--- config.mk ---
export PLATFORM = sky130hd
export DESIGN_NAME = mmsf_queue
export DESIGN_NICKNAME = d
export VERILOG_FILES = /design/src/rtl/mmsf_pkg.sv /design/src/rtl/mmsf_queue.sv
export SDC_FILE = /design/constraint.sdc
export NUM_CORES = 1
export LEC_CHECK = 0
export BUFFER_PORTS_ARGS = -buffer_cell sky130_fd_sc_hd__buf_4
export CAP_MARGIN = 20
export CORE_AREA = 3 3 412 414
export CTS_CLUSTER_DIAMETER = 200
export DETAILED_ROUTE_END_ITERATION = 8
export DIE_AREA = 0 0 415 417
export PLACE_DENSITY = 0.51
export SYNTH_ARGS = -nofsm -noshare
export SYNTH_HDL_FRONTEND = slang
export SYNTH_SLANG_ARGS = --single-unit
--- constraint.sdc ---
create_clock -name clk -period 42.4 [get_ports clk]
set_clock_uncertainty 0.1 [all_clocks]
set_input_delay 6.36 -clock clk [delete_from_list [all_inputs] [get_ports clk]]
set_output_delay 6.36 -clock clk [all_outputs]
set_load 0.05 [all_outputs]
--- src/rtl/mmsf_pkg.sv ---
// Shared types, constants and weight tables of the multi-mode smoothing filter.
package mmsf_pkg;

	localparam int SAMPLE_WIDTH = 32;
	localparam int FRAC_BITS    = 16;
	localparam int MAX_WINDOW   = 15;
	localparam int TAPS         = ((MAX_WINDOW - 1) | 1);
	localparam int CENTER       = (TAPS - 1) / 2;
	localparam int HALF_W       = 3;
	localparam int K_W          = 4;
	localparam int IDX_W        = 4;
	localparam int ALPHA_W      = 17;
	localparam int WEIGHT_W     = FRAC_BITS + 1;
	localparam int EMA_W        = ALPHA_W + SAMPLE_WIDTH + 2;
	localparam int PROD_W       = SAMPLE_WIDTH + WEIGHT_W + 1;
	localparam int GROUPS       = (TAPS + 3) / 4;
	localparam int PART_W       = PROD_W + 2;
	localparam int ACC_W        = PROD_W + 4;
	localparam int NB_W         = 39;
	localparam int NL_W         = 21;
	localparam int NH_W         = NB_W - NL_W;
	localparam int RECIP_W      = 33;
	localparam int RECIP_SHIFT  = 35;
	localparam int PH_W         = NH_W + RECIP_W;
	localparam int QH_W         = PH_W - RECIP_SHIFT;
	localparam int DEN_W        = 8;
	localparam int REM_W        = 7;
	localparam int XL_W         = REM_W + NL_W;
	localparam int PL_W         = XL_W + RECIP_W;
	localparam int QL_W         = PL_W - RECIP_SHIFT;
	localparam int QF_W         = QH_W + NL_W;
	localparam int ADDR_W       = 4;
	localparam int DATA_W       = 32;

	localparam logic [FRAC_BITS-1:0] ROUND = FRAC_BITS'(1) << (FRAC_BITS - 1);

	localparam logic [1:0] MODE_EXP   = 2'd0;
	localparam logic [1:0] MODE_GAUSS = 2'd1;
	localparam logic [1:0] MODE_TRI   = 2'd2;
	localparam logic [1:0] MODE_SG    = 2'd3;

	localparam logic [1:0] REG_MODE   = 2'd0;
	localparam logic [1:0] REG_WINDOW = 2'd1;
	localparam logic [1:0] REG_ALPHA  = 2'd2;

	localparam logic [3:0]         WINDOW_RESET = 4'd5;
	localparam logic [ALPHA_W-1:0] ALPHA_RESET  = 17'd19661;
	localparam logic [ALPHA_W-1:0] ALPHA_MIN    = 17'd655;
	localparam logic [ALPHA_W-1:0] ALPHA_MAX    = 17'd65536;

	typedef enum logic [1:0] {KIND_EMA, KIND_GAUSS, KIND_TRI} job_kind_t;
	typedef enum logic {SEQ_FIRST, SEQ_FLUSH} seq_state_t;

	typedef struct packed {
		logic signed [SAMPLE_WIDTH-1:0] sample;
		logic                           last_in;
	} in_item_t;

	typedef struct packed {
		logic signed [SAMPLE_WIDTH-1:0] smoothed;
		logic                           last_out;
	} out_item_t;

	typedef struct packed {
		logic [1:0]         mode;
		logic [HALF_W-1:0]  half;
		logic [ALPHA_W-1:0] alpha;
	} cfg_t;

	typedef struct packed {
		logic [TAPS-1:0][SAMPLE_WIDTH-1:0] hist;
		logic [SAMPLE_WIDTH-1:0]           ema;
		job_kind_t                         kind;
		logic [HALF_W-1:0]                 half;
		logic [K_W-1:0]                    k;
		logic [HALF_W-1:0]                 rstart;
		logic                              flush;
		logic                              last;
	} job_t;

	typedef struct packed {
		job_kind_t               kind;
		logic                    last_out;
		logic [HALF_W-1:0]       half;
		logic [SAMPLE_WIDTH-1:0] value;
	} ctl_t;

	localparam logic [WEIGHT_W-1:0] GAUSS_ROM [0:7][0:7] = '{
		'{17'd65536, 17'd0, 17'd0, 17'd0, 17'd0, 17'd0, 17'd0, 17'd0},
		'{17'd51576, 17'd6980, 17'd0, 17'd0, 17'd0, 17'd0, 17'd0, 17'd0},
		'{17'd26386, 17'd16004, 17'd3571, 17'd0, 17'd0, 17'd0, 17'd0, 17'd0},
		'{17'd17738, 17'd14205, 17'd7293, 17'd2401, 17'd0, 17'd0, 17'd0, 17'd0},
		'{17'd13380, 17'd11808, 17'd8115, 17'd4344, 17'd1811, 17'd0, 17'd0, 17'd0},
		'{17'd10744, 17'd9920, 17'd7803, 17'd5231, 17'd2988, 17'd1454, 17'd0, 17'd0},
		'{17'd8978, 17'd8495, 17'd7191, 17'd5447, 17'd3692, 17'd2239, 17'd1215, 17'd0},
		'{17'd7714, 17'd7405, 17'd6551, 17'd5342, 17'd4014, 17'd2780, 17'd1775, 17'd1044}
	};

	function automatic logic [WEIGHT_W-1:0] gauss_weight(input logic [HALF_W-1:0] h,
		input logic [HALF_W-1:0] a);
		return GAUSS_ROM[h][a];
	endfunction

	// Triangular divisor 2*(half+1)^2.
	function automatic logic [DEN_W-1:0] tri_den(input logic [HALF_W-1:0] h);
		logic [DEN_W-1:0] hp;
		hp = DEN_W'(h) + 1'b1;
		return (hp * hp) << 1;
	endfunction

	// ceil(2^35 / tri_den(h)): exact floor quotient for dividends below 2^28.
	function automatic logic [RECIP_W-1:0] tri_recip(input logic [HALF_W-1:0] h);
		logic [RECIP_W-1:0] m;
		case (h)
			3'd1:    m = 33'd4294967296;
			3'd2:    m = 33'd1908874354;
			3'd3:    m = 33'd1073741824;
			3'd4:    m = 33'd687194768;
			3'd5:    m = 33'd477218589;
			3'd6:    m = 33'd350609576;
			3'd7:    m = 33'd268435456;
			default: m = '0;
		endcase
		return m;
	endfunction

endpackage

--- src/rtl/mmsf_queue.sv ---
// Two-entry job queue between the front and back parts.
module mmsf_queue (
	input  logic           clk,
	input  logic           arst_n,
	input  logic           push,
	input  mmsf_pkg::job_t push_job,
	output logic           full,
	output logic           head_valid,
	output mmsf_pkg::job_t head_job,
	input  logic           pop
);
	import mmsf_pkg::*;

	job_t       mem_q [2];
	logic       wr_q;
	logic       rd_q;
	logic [1:0] cnt_q;

	assign full       = cnt_q == 2'd2;
	assign head_valid = cnt_q != 2'd0;
	assign head_job   = mem_q[rd_q];

	always_ff @(posedge clk or negedge arst_n) begin
		if (!arst_n) begin
			wr_q  <= 1'b0;
			rd_q  <= 1'b0;
			cnt_q <= '0;
		end else begin
			if (push) begin
				wr_q <= !wr_q;
			end
			if (pop) begin
				rd_q <= !rd_q;
			end
			case ({push, pop})
				2'b10:   cnt_q <= cnt_q + 1'b1;
				2'b01:   cnt_q <= cnt_q - 1'b1;
				default: cnt_q <= cnt_q;
			endcase
		end
	end

	always_ff @(posedge clk) begin
		if (push) begin
			mem_q[wr_q] <= push_job;
		end
	end

endmodule

==> flow_metrics.env <==
export IMPL_dp_cells=4879
export IMPL_critical_path_class="flip-flop to output pin"
export IMPL_synth_top_cell_area_share_pct=82.6
export IMPL_finalNetCount=3323
export IMPL_cp_start_kind="flip-flop"
export IMPL_yosysWarnings=0
export IMPL_yosys_most_used_dff="edfxtp_1"
export IMPL_drtAntennaViolNets=0
export IMPL_clock_path_buffers=3
export IMPL_cts_sinks=1056
export IMPL_setup_viol=0
export IMPL_tightest_slew_ns=1.07
export IMPL_min_period_over_period_pct=28.3
export IMPL_drive_gt1_share_pct=60.9
export IMPL_hold_path_class="flip-flop to flip-flop"
export IMPL_crit_path_end_kind="output pin"
export IMPL_drc_errors=0
export IMPL_die_h_um=417
export IMPL_hold_depth=1
export IMPL_htreeDepth=3
export IMPL_track_usage_pct=12.6
export IMPL_fmax_mhz=83.3
export IMPL_power_density_nw_per_um2=78.9
export IMPL_syn_area_per_cell_sq_um=23.1
export IMPL_area_growth_pct=36.6
export IMPL_dieWidth_um=415
export IMPL_grt_pass1_vias=21283
export IMPL_core_area_sq_um=167000
export IMPL_synth_most_common_cell="edfxtp_1"
export IMPL_synth_area_top_cells="edfxtp_1, mux2_2, mux2_4"
export IMPL_synth_cells=1653
export IMPL_postCtsHoldBufs=0
export IMPL_cp_startpoint="rd_q$_DFFE_PN0P_"
export IMPL_wl_per_cell_um=22.5
export IMPL_clock_latency_ns=0.73
export IMPL_place_ws_ns=31.06
export IMPL_crit_fanout=70
export IMPL_globalplace_congestion=0.853
export IMPL_ys_top_cells_by_count="edfxtp_1, mux2_2, buf_4"
export IMPL_period_minus_slack_ns=12.01
export IMPL_drv_slew=0
export IMPL_layoutNonFillerInstCount=5103
export IMPL_post_cts_buffers=0
export IMPL_grt_setup_unrepaired="false"
export IMPL_synth_top_area_cell="edfxtp_1"
export IMPL_drt_total_wl_um=115000
export IMPL_rr_startpoint="wr_q$_DFFE_PN0P_"
export IMPL_synthesis_area_sq_um=38200
export IMPL_grt_pass1_wl_um=157000
export IMPL_setup_slack_ns=30.39
export IMPL_cts_buffers=115
export IMPL_cp_required_ns=35.94
export IMPL_yosysSeqAreaShare_pct=82.9
export IMPL_max_cap_violations=0
export IMPL_antenna_found_initial=19
export IMPL_vias=20191
export IMPL_dieArea_sq_um=173000
export IMPL_drt_initial_drc_count=1119
export IMPL_dpl_hpwl_um=84600
export IMPL_r2r_cells=6
export IMPL_post_drt_via_cell_ratio=3.96
export IMPL_hold_start="cnt_q[1]$_DFFE_PN0P_"
export IMPL_slew_headroom_pct=28.8
export IMPL_num_rows=150
export IMPL_post_cts_resized=0
export IMPL_crit_arrival_ns=5.55
export IMPL_port_buffers=1057
export IMPL_firstDrtPassIters=4
export IMPL_cts_root_buf="clkbuf_16"
export IMPL_outcome="finished, final reports clean"
export IMPL_start_util_pct=22.9
export IMPL_power_leakage_uw=0.0190
export IMPL_async_flop_share_pct=0.379
export IMPL_grt_max_degree=145
export IMPL_vdd_drop_max_v=0.0000626
export IMPL_cts_tree="built"
export IMPL_synth_distinct_cells=15
export IMPL_tns_ns=0
export IMPL_hold_viol=0
export IMPL_synth_edf_count=1052
export IMPL_io_pin_count=1058
export IMPL_synth_seq_cells=1056
export IMPL_synth_nets=2184
export IMPL_overflow=0
export IMPL_clk_pin_slew_ns=0.06
[layout make-up]
type	count	area, sq um
Fill cell	16390	114000
Multi-Input combinational cell	537	6130
Sequential cell	1056	31700
Tap cell	2204	2760
Inverter	1	3.75
Clock buffer	155	3070
Clock inverter	58	403
Antenna cell	11	27.5
Timing Repair Buffer	1081	8140
[worst paths after layout]
| kind | end | slack [ns] |
|---|---|---|
| worst max-delay path | head_job[60] | 30.39 |
| worst min-delay path | cnt_q[1]$_DFFE_PN0P_ | 0.39 |
| worst max register to register | mem_q[0][37]$_DFFE_PP_ | 37.49 |
| worst min register to register | cnt_q[1]$_DFFE_PN0P_ | 0.39 |
| max in group asynchronous | rd_q$_DFFE_PN0P_ | 36.76 |
| min in group asynchronous | wr_q$_DFFE_PN0P_ | 5.31 |
[worst max-delay path, cell delays in order, from the launching register on]
cell and delay (ns):
dfrtp_4 0.81, buf_4 0.84, buf_4 0.83, buf_4 0.69, buf_4 0.76, mux2_2 0.42
buf_4 0.19
[stage by stage]
stage | area [sq um] | power, uW | utilization [%] | hold WS, ns
2_1_floorplan | 38200 | 2840 | - | 0.348
3_3_place_gp | 48700 | 3250 | 29.2 | 0.377
3_5_place_dp | 48700 | 3250 | 29.2 | 0.384
4_1_cts | 52200 | 4190 | 31.3 | 0.397
5_1_grt | 52200 | 4280 | 31.3 | 0.415
6_report | 52200 | 4120 | 31.3 | 0.393
[metal layers]
layer,GRT usage (%),routed length (um),vias to the layer above
met5,0,13,-
met4,4.70,3520,2
met3,3.69,6990,192
met2,22.6,60200,662
met1,14.3,44000,10386
li1,-,-,8949
[power breakdown]
| group | internal [uW] | leakage [uW] | total (uW) | switching [uW] |
|---|---|---|---|---|
| logic | 543 | 0.00744 | 1760 | 1210 |
| clock network | 524 | 0.00169 | 923 | 399 |
| registers | 1390 | 0.00992 | 1440 | 55.3 |
[sequential cells by signal, indices dropped and copies added, names as in the netlist]
register,count
cnt_q,2
mem_q,1052
rd_q,1
wr_q,1
[placed cells by master (no fill, tap or decap)]
| master | synthesis | routed |
|---|---|---|
| buf_4 | 40 | 1079 |
| edfxtp_1 | 1052 | 1052 |
| mux2_2 | 496 | 496 |
| clkbuf_16 | 0 | 117 |
| clkbuf_1 | 0 | 38 |
| mux2_4 | 30 | 30 |
| clkinv_1 | 0 | 26 |
| clkinv_2 | 0 | 17 |
| diode_2 | 0 | 11 |
| inv_6 | 0 | 5 |
| xor2_1 | 3 | 3 |
| bufinv_16 | 0 | 3 |
| clkinvlp_4 | 0 | 3 |
| dfrtp_1 | 4 | 3 |
| xnor2_1 | 2 | 2 |
| clkinv_4 | 0 | 2 |
| buf_12 | 0 | 2 |
| or2_2 | 1 | 1 |
| inv_1 | 1 | 1 |
| nor2b_1 | 1 | 1 |
| and2_4 | 0 | 1 |
| nor2_4 | 0 | 1 |
| nor2_1 | 2 | 1 |
| ha_1 | 1 | 1 |
| clkinv_8 | 0 | 1 |
| clkinv_16 | 0 | 1 |
| dfrtp_4 | 0 | 1 |
[cell families after synthesis]
logic type               after synthesis  synth area share, %
AND/OR/NAND/NOR                        5               0.0688
multiplexers                         526                 15.8
flip-flops                          1056                 82.9
adder cells (fa/ha/maj)                1               0.0327
XOR/XNOR                               5                0.115
buffers and inverters                 60                 1.13
Power figures use the tool's default switching activity.
