`src/rtl/mmsf_pkg.sv`:
```
// Shared types, constants and weight tables of the multi-mode smoothing filter.
package mmsf_pkg;

	localparam int SAMPLE_WIDTH = 32;
	localparam int FRAC_BITS    = 16;
	localparam int MAX_WINDOW   = 15;
	localparam int TAPS         = ((MAX_WINDOW - 1) | 1);
	localparam int CENTER       = (TAPS - 1) / 2;
	localparam int HALF_W       = 3;
	localparam int K_W          = 4;
	localparam int IDX_W        = 4;
	localparam int ALPHA_W      = 17;
	localparam int WEIGHT_W     = FRAC_BITS + 1;
	localparam int EMA_W        = ALPHA_W + SAMPLE_WIDTH + 2;
	localparam int PROD_W       = SAMPLE_WIDTH + WEIGHT_W + 1;
	localparam int GROUPS       = (TAPS + 3) / 4;
	localparam int PART_W       = PROD_W + 2;
	localparam int ACC_W        = PROD_W + 4;
	localparam int NB_W         = 39;
	localparam int NL_W         = 21;
	localparam int NH_W         = NB_W - NL_W;
	localparam int RECIP_W      = 33;
	localparam int RECIP_SHIFT  = 35;
	localparam int PH_W         = NH_W + RECIP_W;
	localparam int QH_W         = PH_W - RECIP_SHIFT;
	localparam int DEN_W        = 8;
	localparam int REM_W        = 7;
	localparam int XL_W         = REM_W + NL_W;
	localparam int PL_W         = XL_W + RECIP_W;
	localparam int QL_W         = PL_W - RECIP_SHIFT;
	localparam int QF_W         = QH_W + NL_W;
	localparam int ADDR_W       = 4;
	localparam int DATA_W       = 32;

	localparam logic [FRAC_BITS-1:0] ROUND = FRAC_BITS'(1) << (FRAC_BITS - 1);

	localparam logic [1:0] MODE_EXP   = 2'd0;
	localparam logic [1:0] MODE_GAUSS = 2'd1;
	localparam logic [1:0] MODE_TRI   = 2'd2;
	localparam logic [1:0] MODE_SG    = 2'd3;

	localparam logic [1:0] REG_MODE   = 2'd0;
	localparam logic [1:0] REG_WINDOW = 2'd1;
	localparam logic [1:0] REG_ALPHA  = 2'd2;

	localparam logic [3:0]         WINDOW_RESET = 4'd5;
	localparam logic [ALPHA_W-1:0] ALPHA_RESET  = 17'd19661;
	localparam logic [ALPHA_W-1:0] ALPHA_MIN    = 17'd655;
	localparam logic [ALPHA_W-1:0] ALPHA_MAX    = 17'd65536;

	typedef enum logic [1:0] {KIND_EMA, KIND_GAUSS, KIND_TRI} job_kind_t;
	typedef enum logic {SEQ_FIRST, SEQ_FLUSH} seq_state_t;

	typedef struct packed {
		logic signed [SAMPLE_WIDTH-1:0] sample;
		logic                           last_in;
	} in_item_t;

	typedef struct packed {
		logic signed [SAMPLE_WIDTH-1:0] smoothed;
		logic                           last_out;
	} out_item_t;

	typedef struct packed {
		logic [1:0]         mode;
		logic [HALF_W-1:0]  half;
		logic [ALPHA_W-1:0] alpha;
	} cfg_t;

	typedef struct packed {
		logic [TAPS-1:0][SAMPLE_WIDTH-1:0] hist;
		logic [SAMPLE_WIDTH-1:0]           ema;
		job_kind_t                         kind;
		logic [HALF_W-1:0]                 half;
		logic [K_W-1:0]                    k;
		logic [HALF_W-1:0]                 rstart;
		logic                              flush;
		logic                              last;
	} job_t;

	typedef struct packed {
		job_kind_t               kind;
		logic                    last_out;
		logic [HALF_W-1:0]       half;
		logic [SAMPLE_WIDTH-1:0] value;
	} ctl_t;

	localparam logic [WEIGHT_W-1:0] GAUSS_ROM [0:7][0:7] = '{
		'{17'd65536, 17'd0, 17'd0, 17'd0, 17'd0, 17'd0, 17'd0, 17'd0},
		'{17'd51576, 17'd6980, 17'd0, 17'd0, 17'd0, 17'd0, 17'd0, 17'd0},
		'{17'd26386, 17'd16004, 17'd3571, 17'd0, 17'd0, 17'd0, 17'd0, 17'd0},
		'{17'd17738, 17'd14205, 17'd7293, 17'd2401, 17'd0, 17'd0, 17'd0, 17'd0},
		'{17'd13380, 17'd11808, 17'd8115, 17'd4344, 17'd1811, 17'd0, 17'd0, 17'd0},
		'{17'd10744, 17'd9920, 17'd7803, 17'd5231, 17'd2988, 17'd1454, 17'd0, 17'd0},
		'{17'd8978, 17'd8495, 17'd7191, 17'd5447, 17'd3692, 17'd2239, 17'd1215, 17'd0},
		'{17'd7714, 17'd7405, 17'd6551, 17'd5342, 17'd4014, 17'd2780, 17'd1775, 17'd1044}
	};

	function automatic logic [WEIGHT_W-1:0] gauss_weight(input logic [HALF_W-1:0] h,
		input logic [HALF_W-1:0] a);
		return GAUSS_ROM[h][a];
	endfunction

	// Triangular divisor 2*(half+1)^2.
	function automatic logic [DEN_W-1:0] tri_den(input logic [HALF_W-1:0] h);
		logic [DEN_W-1:0] hp;
		hp = DEN_W'(h) + 1'b1;
		return (hp * hp) << 1;
	endfunction

	// ceil(2^35 / tri_den(h)): exact floor quotient for dividends below 2^28.
	function automatic logic [RECIP_W-1:0] tri_recip(input logic [HALF_W-1:0] h);
		logic [RECIP_W-1:0] m;
		case (h)
			3'd1:    m = 33'd4294967296;
			3'd2:    m = 33'd1908874354;
			3'd3:    m = 33'd1073741824;
			3'd4:    m = 33'd687194768;
			3'd5:    m = 33'd477218589;
			3'd6:    m = 33'd350609576;
			3'd7:    m = 33'd268435456;
			default: m = '0;
		endcase
		return m;
	endfunction

endpackage

```
`src/rtl/mmsf_front.sv`:
```
// Front part: accepts samples, keeps history and running average, builds jobs.
module mmsf_front (
	input  logic              clk,
	input  logic              arst_n,
	input  logic              sample_valid,
	output logic              sample_ready,
	input  mmsf_pkg::in_item_t sample_data,
	input  mmsf_pkg::cfg_t    cfg,
	output logic              push,
	output mmsf_pkg::job_t    push_job,
	input  logic              full
);
	import mmsf_pkg::*;

	logic [TAPS-1:0][SAMPLE_WIDTH-1:0] hist_q;
	logic [TAPS-1:0][SAMPLE_WIDTH-1:0] hist_next;
	logic [SAMPLE_WIDTH-1:0]           ema_q;
	logic [SAMPLE_WIDTH-1:0]           ema_next;
	logic [K_W-1:0]                    fill_q;
	logic                              in_seq_q;
	logic                              accept;
	logic                              windowed;
	logic                              last;
	logic [K_W-1:0]                    k;
	logic signed [SAMPLE_WIDTH:0]      diff;
	logic signed [EMA_W-1:0]           prod;
	logic [EMA_W-1:0]                  rounded;
	job_kind_t                         kind;

	assign sample_ready = !full;
	assign accept       = sample_valid && sample_ready;
	assign last         = sample_data.last_in;
	assign k            = in_seq_q ? fill_q : '0;
	assign windowed     = cfg.mode != MODE_EXP;

	// prev + alpha*(x - prev), rounded: same as the blended form, one multiplier
	assign diff    = $signed({sample_data.sample[SAMPLE_WIDTH-1], sample_data.sample})
		- $signed({ema_q[SAMPLE_WIDTH-1], ema_q});
	assign prod    = $signed({1'b0, cfg.alpha}) * diff;
	assign rounded = prod + EMA_W'(ROUND);
	assign ema_next = in_seq_q ? ema_q + rounded[FRAC_BITS +: SAMPLE_WIDTH]
		: sample_data.sample;

	assign hist_next = {hist_q[TAPS-2:0], sample_data.sample};

	always_comb begin
		case (cfg.mode)
			MODE_EXP: kind = KIND_EMA;
			MODE_TRI: kind = KIND_TRI;
			default:  kind = KIND_GAUSS;
		endcase
	end

	always_comb begin
		push_job.hist  = hist_next;
		push_job.ema   = ema_next;
		push_job.kind  = kind;
		push_job.half  = cfg.half;
		push_job.k     = k;
		push_job.flush = last && windowed;
		push_job.last  = last;
		if (last && (k < K_W'(cfg.half))) begin
			push_job.rstart = k[HALF_W-1:0];
		end else begin
			push_job.rstart = cfg.half;
		end
	end

	// Drop items that produce no result (window still filling).
	assign push = accept && (!windowed || last || (k >= K_W'(cfg.half)));

	always_ff @(posedge clk or negedge arst_n) begin
		if (!arst_n) begin
			fill_q   <= '0;
			in_seq_q <= 1'b0;
		end else if (accept) begin
			in_seq_q <= !last;
			if (last) begin
				fill_q <= '0;
			end else if (k == K_W'(MAX_WINDOW)) begin
				fill_q <= k;
			end else begin
				fill_q <= k + 1'b1;
			end
		end
	end

	always_ff @(posedge clk) begin
		if (accept) begin
			hist_q <= hist_next;
			ema_q  <= ema_next;
		end
	end

	a_idle_empty: assert property (@(posedge clk) disable iff (!arst_n)
		!in_seq_q |-> fill_q == '0)
		else $error("fill count set outside a sequence");
	a_last_ends: assert property (@(posedge clk) disable iff (!arst_n)
		accept && last |=> !in_seq_q)
		else $error("sequence not closed by last sample");

endmodule

```
`config.mk`:
```
export PLATFORM = sky130hd
export DESIGN_NAME = mmsf_front
export DESIGN_NICKNAME = d
export VERILOG_FILES = /design/src/rtl/mmsf_pkg.sv /design/src/rtl/mmsf_front.sv
export SDC_FILE = /design/constraint.sdc
export NUM_CORES = 2
export LEC_CHECK = 0
export BUFFER_PORTS_ARGS = -buffer_cell sky130_fd_sc_hd__buf_2
export CAP_MARGIN = 20
export CORE_AREA = 2 2 318 242
export CTS_CLUSTER_SIZE = 8
export DETAILED_ROUTE_END_ITERATION = 10
export DIE_AREA = 0 0 320 244
export PLACE_DENSITY = 0.73
export SETUP_SLACK_MARGIN = 0.5
export SKIP_LAST_GASP = 1
export SLEW_MARGIN = 20
export SYNTH_ARGS = -nofsm -noshare
export SYNTH_HDL_FRONTEND = slang
export SYNTH_SLANG_ARGS = --single-unit
export TNS_END_PERCENT = 50
```
`constraint.sdc`:
```
create_clock -name clk -period 14.9 [get_ports clk]
set_input_delay 2.98 -clock clk [delete_from_list [all_inputs] [get_ports clk]]
set_output_delay 2.98 -clock clk [all_outputs]
set_load 0.005 [all_outputs]
```
==> impl_metrics.csv <==
group,metric,value,unit
sta,finalHoldViolations,0,
cells_and_area,final_area,47100,µm²
critical_path,rr_endpoint,"ema_q[30]",
drt,ant_nets,0,
synth,postSynth.asyncResetShare,1.03,%
synth,synthDistinctLibCells,62,
status,violations,"setup timing",
critical_path,cpMostUsedCell,"fa_1",
sta,fmax,62.2,MHz
drt,drc,0,
critical_path,critPathMaxStageDelay,520,ps
sta,relSlewSlack,27.5,%
cts,cts.clk_slew.worst_paths,50,ps
cts,clk_latency,580,ps
synth,syn-cell-area,37200,µm²
placement,place_area,43800,µm²
sta,rsz0062_at_grt,"yes",
synth,yosys.area.top_type,"edfxtp_1",
cells_and_area,final_cell_mix,"598 x inv_1, 578 x buf_2, 504 x fa_1, 480 x edfxtp_1, 379 x buf_4",
critical_path,crit_family,"adder cells",
die,die_y,244,µm
cts,clockBufferDepth,3,
drt,vias_per_cell,5.13,
synth,ys.flop_type,"edfxtp_1",
critical_path,reg2reg_slack,4180,ps
placement,place.gp.congestion,0.916,
status,status,"finished with violations",
critical_path,cp_data_required_time,11920,ps
run,maxCapViolCount,0,
synth,syn_area_per_cell,12.1,µm²
worst_hold_path,worst_hold_path.endpoint,"push_job[225]",
cells_and_area,areaGrowthSynthToFinish,26.7,%
placement,place_ws,-2070,ps
critical_path,worstPathArrival,13090,ps
critical_path,endpoint_kind,"output pin",
critical_path,worstSetupPathType,"in -> out",
cells_and_area,fin_nets,4816,
cts,hold_buffers,0,
synth,syn_nets,3871,
die,dieArea,78100,µm²
cts,clock-sinks,485,
cells_and_area,drive_gt1_share,31.4,%
critical_path,cp.depth,51,
cts,h-tree-depth,3,
grt,grt_overflow,0,
cells_and_area,utilization,63.1,%
die,ios,587,
cts,cts_tree,"yes",
drt,wl_per_cell,20.1,µm
drt,wl,101000,µm
synth,ys_warn_count,0,
critical_path,r2r_cells,47,
drt,first_iter_violations,1798,
grt,track_usage,25.9,%
cells_and_area,fillers,5782,
die,die_x,320,µm
drt,firstDrtPassIters,6,
synth,ys_seq_elements,485,
critical_path,cp_max_fo,4,
critical_path,slowest_stage,"fa_1",
sta,setup_slack,-1170,ps
die,placementRows,87,
cts,cts_buffers,70,
cells_and_area,final_common_cell,"inv_1",
worst_hold_path,hold_path_class,"reg -> reg",
grt,grt_pass1_wl,155000,µm
critical_path,worst-path-buf-inv,11,
cts,root_buffer,"clkbuf_16",
synth,yosys-top-cells-area,"edfxtp_1 39%, fa_1 28%, ha_1 7.2%, inv_1 6.2%, and2_1 5.3%",
worst_hold_path,hp-start,"push_job[193]",
die,initial_utilization,49.8,%
sta,setup_viol,20,
placement,port_buffers,586,
die,core_area,74700,µm²
sta,skew,31.2,ps
sta,tightest_slew,1090,ps
synth,synth_top_area_share,38.8,%
grt,antenna_found_initial,7,
placement,place_hpwl,80400,µm
sta,period_share,108,%
critical_path,cp-start-kind,"primary input",
worst_hold_path,min_path_cells,0,
critical_path,reg2reg_from,"ema_q[1]",
synth,synth_edf_count,480,
synth,synth_cells,3081,
sta,holdWs,424,ps
sta,drv_slew,0,
drt,vias,25739,
grt,grt_pass1_vias,26419,
synth,yosysSeqAreaShare,39.1,%
grt,grt_start_max_net_pins,184,
sta,fin_crit,16070,ps
[cell type report]
cell class	count	area [µm²]	area share [%]
clock buffer	77	1800	3.82
clock inverter	6	96.3	0.204
tap	979	1220	2.60
sequential	485	14500	30.9
inverter	616	2330	4.95
timing repair buffer	999	6370	13.5
multi-input combinational	1854	20700	44.0
antenna	6	15.0	0.0319
[worst max-delay path by stage]
| stage | to | start | slack (ps) |
|---|---|---|---|
| floorplan | push_job[44] | sample_data[1] | -150 |
| global placement | push_job[44] | sample_data[4] | -1850 |
| detailed placement | push_job[44] | sample_data[3] | -2070 |
| CTS | push_job[44] | sample_data[1] | -1020 |
| global route | push_job[44] | sample_data[1] | -1590 |
| finish | push_job[44] | sample_data[1] | -1170 |
[stage by stage]
step | cells | TNS (ps)
global route | 5016 | -23250
floorplan | 3081 | -176
CTS | 5003 | -12510
detailed placement | 4877 | -30950
global placement | 4877 | -26850
finish | 5022 | -14050
[synthesized netlist by cell type (36+ instances only)]
library cell  instances
xnor2_1              71
clkbuf_1             89
o21ai_0              42
nor2_1               65
buf_4                36
edfxtp_1            480
fa_1                517
ha_1                214
inv_1               616
and2_1              316
nand2_1             259
a21o_1               49
a21oi_1              71
[state kept, by name, summed over array words and instances, names as in the netlist]
| register | count |
|---|---|
| ema_q | 32 |
| fill_q | 4 |
| in_seq_q | 1 |
| push_job | 448 |
[logic make-up (layout without fill, tap and decap cells)]
| logic type | after synthesis | count (layout) | synth area share [%] |
|---|---|---|---|
| simple gates | 746 | 746 | 10.4 |
| buf+inv | 743 | 1698 | 7.86 |
| fa+ha+maj | 731 | 731 | 35.0 |
| flops | 485 | 485 | 39.1 |
| compound gates | 249 | 249 | 4.44 |
| xor+xnor | 98 | 99 | 2.34 |
| mux | 29 | 29 | 0.875 |
| other cells | 0 | 6 | 0 |
[layer usage]
layer / vias up / part of all wire (%) / track usage [%]
li1: 11598 / - / -
met5: - / 0 / 0
met2: 938 / 48 / 43.1
met1: 13073 / 42 / 35.7
met4: 0 / 1.9 / 5.26
met3: 130 / 7.6 / 5.23
[worst register-to-register path: cells and delay by family (launching register included)]
kind            cells  cell delay, ps
xor+xnor            3             340
mux                 1             270
flops               1             490
fa+ha+maj           9            3740
simple gates        9            1110
compound gates     17            3640
buf+inv             8             860
[repair_timing]
| action | in CTS | in global routing |
|---|---|---|
| pin swaps | 91 | 45 |
| gates resized for setup | 144 | 51 |
| cloned | 2 | 0 |
| buffers inserted | 41 | 12 |
| setup endpoints to repair | 28 | 30 |
Power is not shown: default switching activity piles up to over one toggle a cycle in this logic, so the estimate is an artifact.
